### src/rtl/xhtd_ram.sv
// Generic single-port-write, registered-read RAM.
module xhtd_ram #(
  parameter int WIDTH = 8,
  parameter int DEPTH = 256
) (
  input  logic                     clk_i,
  input  logic                     we_i,
  input  logic [$clog2(DEPTH)-1:0] waddr_i,
  input  logic [WIDTH-1:0]         wdata_i,
  input  logic [$clog2(DEPTH)-1:0] raddr_i,
  output logic [WIDTH-1:0]         rdata_o
);

  logic [WIDTH-1:0] mem [DEPTH];
  logic [WIDTH-1:0] rdata_q;

  always_ff @(posedge clk_i) begin
    if (we_i) begin
      mem[waddr_i] <= wdata_i;
    end
    rdata_q <= mem[raddr_i];
  end

  assign rdata_o = rdata_q;

endmodule

### config.mk
export PLATFORM = sky130hd
export DESIGN_NAME = xhtd_ram
export DESIGN_NICKNAME = d
export VERILOG_FILES = /design/src/rtl/xhtd_ram.sv
export SDC_FILE = /design/constraint.sdc
export NUM_CORES = 2
export LEC_CHECK = 0
export BUFFER_PORTS_ARGS = -buffer_cell sky130_fd_sc_hd__buf_2
export CAP_MARGIN = 20
export CORE_MARGIN = 3
export CORE_UTILIZATION = 56
export CTS_BUF_LIST = sky130_fd_sc_hd__clkbuf_4 sky130_fd_sc_hd__clkbuf_8 sky130_fd_sc_hd__clkbuf_16
export DETAILED_ROUTE_END_ITERATION = 8
export PLACE_DENSITY = 0.72
export SLEW_MARGIN = 20
export SYNTH_ARGS = -nofsm -noshare
export SYNTH_HDL_FRONTEND = slang
export SYNTH_SLANG_ARGS = --single-unit
export TNS_END_PERCENT = 30
### constraint.sdc
create_clock -name clk_i -period 4.98 [get_ports clk_i]
set_input_delay 0.498 -clock clk_i [delete_from_list [all_inputs] [get_ports clk_i]]
set_output_delay 0.498 -clock clk_i [all_outputs]
set_load 0.005 [all_outputs]
==> impl_metrics.yaml <==
timing:
  rsz0062_at_grt: "no"
  setup-violations-final: 0
  setup_tns_ns: 0
  setup_slack_ns: 1.745
  skew_ns: 0.02976
  period_share_pct: 64.95
  relSlewSlack_pct: 20.52
  max_freq_mhz: 309.2
  worst_pin_slew_ns: 1.192
  hold_viol_final: 0
  maxSlewViolCount: 0
  min_period_ns: 3.235
logic_synthesis:
  synth_warnings: 0
  ys_ff_latch: 2056
  synthFlopType: "edfxtp_1"
  synth-edff-count: 2048
  synthTopCellsByArea: "edfxtp_1 77%, mux4_2 13%, mux2i_1 1.7%"
  netlist_instances: 3733
  ys_seq_area_share_pct: 77.50
  ys_types: 55
  synth_area_per_cell_um2: 21.31
  ys_top_cells_by_count: "2048 x edfxtp_1, 454 x mux4_2, 282 x nor2_1"
  syn_nets: 3759
  synthArstFlopShare_pct: 0
  yosysTopAreaCell: "edfxtp_1"
  synth.most_common_cell: "edfxtp_1"
  netlist_area_um2: 79560
  netlist.area_leader.share_pct: 77.30
cts:
  clk_pin_slew_ns: 0.06
  clock-root-buffer: "clkbuf_16"
  htree_levels: 4
  hold_buffers: 0
  cts_setup_buffers: 0
  cts_resized: 0
  cts_tree: "yes"
  cts.path.max_buffers: 3
  cts-buffers-inserted: 196
  cts.sink_count: 2056
  clk_latency_ns: 0.83
detailed_routing:
  met3WireLength_um: 21580
  dr_wl_met2_um: 89650
  dr_total_vias: 39280
  dr.pass1.iters: 5
  first_iter_violations: 5515
  drc: 0
  ant_nets: 0
  wire_per_inst_um: 32.05
  wl_met1_um: 72480
  vias_per_cell: 6.643
  routed.top_layer: "met5"
  wl_um: 189500
flow_run:
  cap_violations: 0
floorplan:
  die_w_um: 382.9
  die_y_um: 382.9
  core_um2: 140200
  floorplan.die_area_um2: 146600
  initial_core_util_pct: 56.74
  rows: 137
  ios: 34
placement:
  place.gp.congestion: 0.9011
  place_worst_setup_slack_ns: 0.9081
  portBuffers: 33
  place_inst: 5537
  dp_hpwl_um: 114900
outcome:
  outcome: "completed"
worst_setup_path:
  end_kind: "flop"
  critPathLaunchType: "input pin"
  arrival_ns: 3.91
  critical_path_peak_fanout: 34
  criticalPathCategory: "in2reg"
  crit_required_ns: 5.66
final_layout:
  fin_nets: 3885
  synthToLayoutAreaGrowth_pct: 11.18
  stdcell_count: 5913
  drive_gt1_share_pct: 23.93
global_route:
  antenna_found_initial: 9
  grt_pass1_wl_um: 276700
  grt_pass1_vias: 38900
  grt_use_total_pct: 26.28
  grt_max_degree: 158
  grt_overflow_total: 0
power:
  powerDensity_nw_per_um2: 401.3
  p_leak_nw: 27.37
  ir_drop_mv: 0.3823
  power.total_mw: 35.49
hold_path:
  hold_class: "in2reg"
==> power breakdown <==
part / internal [mW] / switching, mW / total (mW) / leakage, nW
logic: 0.593 / 1.12 / 1.71 / 5.69
registers: 19.1 / 0.0422 / 19.1 / 18.5
clock network: 8.29 / 6.37 / 14.7 / 3.21
total: 28.0 / 7.53 / 35.5 / 27.4
==> through the flow <==
stage	area [um^2]	utilization, %	hold WS, ns
after floorplan	79560	-	0.5969
after global placement	82000	58.48	0.9670
after detailed placement	82050	58.52	0.9860
after CTS	88420	63.06	0.1876
after global routing	88430	63.07	0.2199
final	88450	63.08	0.2072
==> layout make-up <==
cell class	instances	area (um^2)
Tap cell	1876	2347
Clock inverter	120	1008
Antenna cell	9	22.52
Sequential cell	2056	61660
Fill cell	9326	51760
Multi-Input combinational cell	1442	16530
Timing Repair Buffer	161	1508
Inverter	2	7.507
Clock buffer	247	5366
==> registers in the layout (all words and copies together) (netlist names) <==
name     cells
mem       2048
rdata_o      8
==> critical path, cell delays in order <==
cell,delay (ns)
buf_8,0.37
buf_12,0.31
buf_12,0.22
buf_4,0.27
mux4_2,0.54
a22oi_1,0.31
a31oi_1,0.24
nor4_1,0.78
buf_4,0.26
nor4_1,0.05
==> final timing paths <==
kind	startpoint	to	slack, ns	cells past startpoint
setup reg to reg	mem[208][2]	rdata_o[2]	2.23	5
hold reg to reg	mem[33][5]	rdata_o[5]	1.02	6
hold / removal	wdata_i[0]	mem[210][0]	0.21	1
setup / recovery	raddr_i[0]	rdata_o[3]	1.75	10
==> kinds of logic after synthesis <==
group,after synthesis,synth area share [%]
AOI/OAI and AO/OA,385,3.419
buffers and inverters,235,1.831
and+or+nand+nor,466,2.628
DFF,2056,77.50
muxes,591,14.62
==> routing by layer <==
layer,vias to the layer above,track usage [%]
met2,2415,39.97
met4,2,8.091
met5,-,0
met1,20530,38.77
met3,352,5.885
li1,15980,-
==> placed cells by master (no fill, tap or decap), types with 45 or more instances in the layout <==
cell / count
mux4_2: 454
clkinv_1: 46
clkbuf_16: 198
buf_4: 105
nor2_1: 279
mux2i_1: 134
a21oi_1: 96
clkinv_2: 45
o221ai_1: 46
edfxtp_1: 2048
a22oi_1: 133
Note: power is estimated with default switching activity, not from simulation.
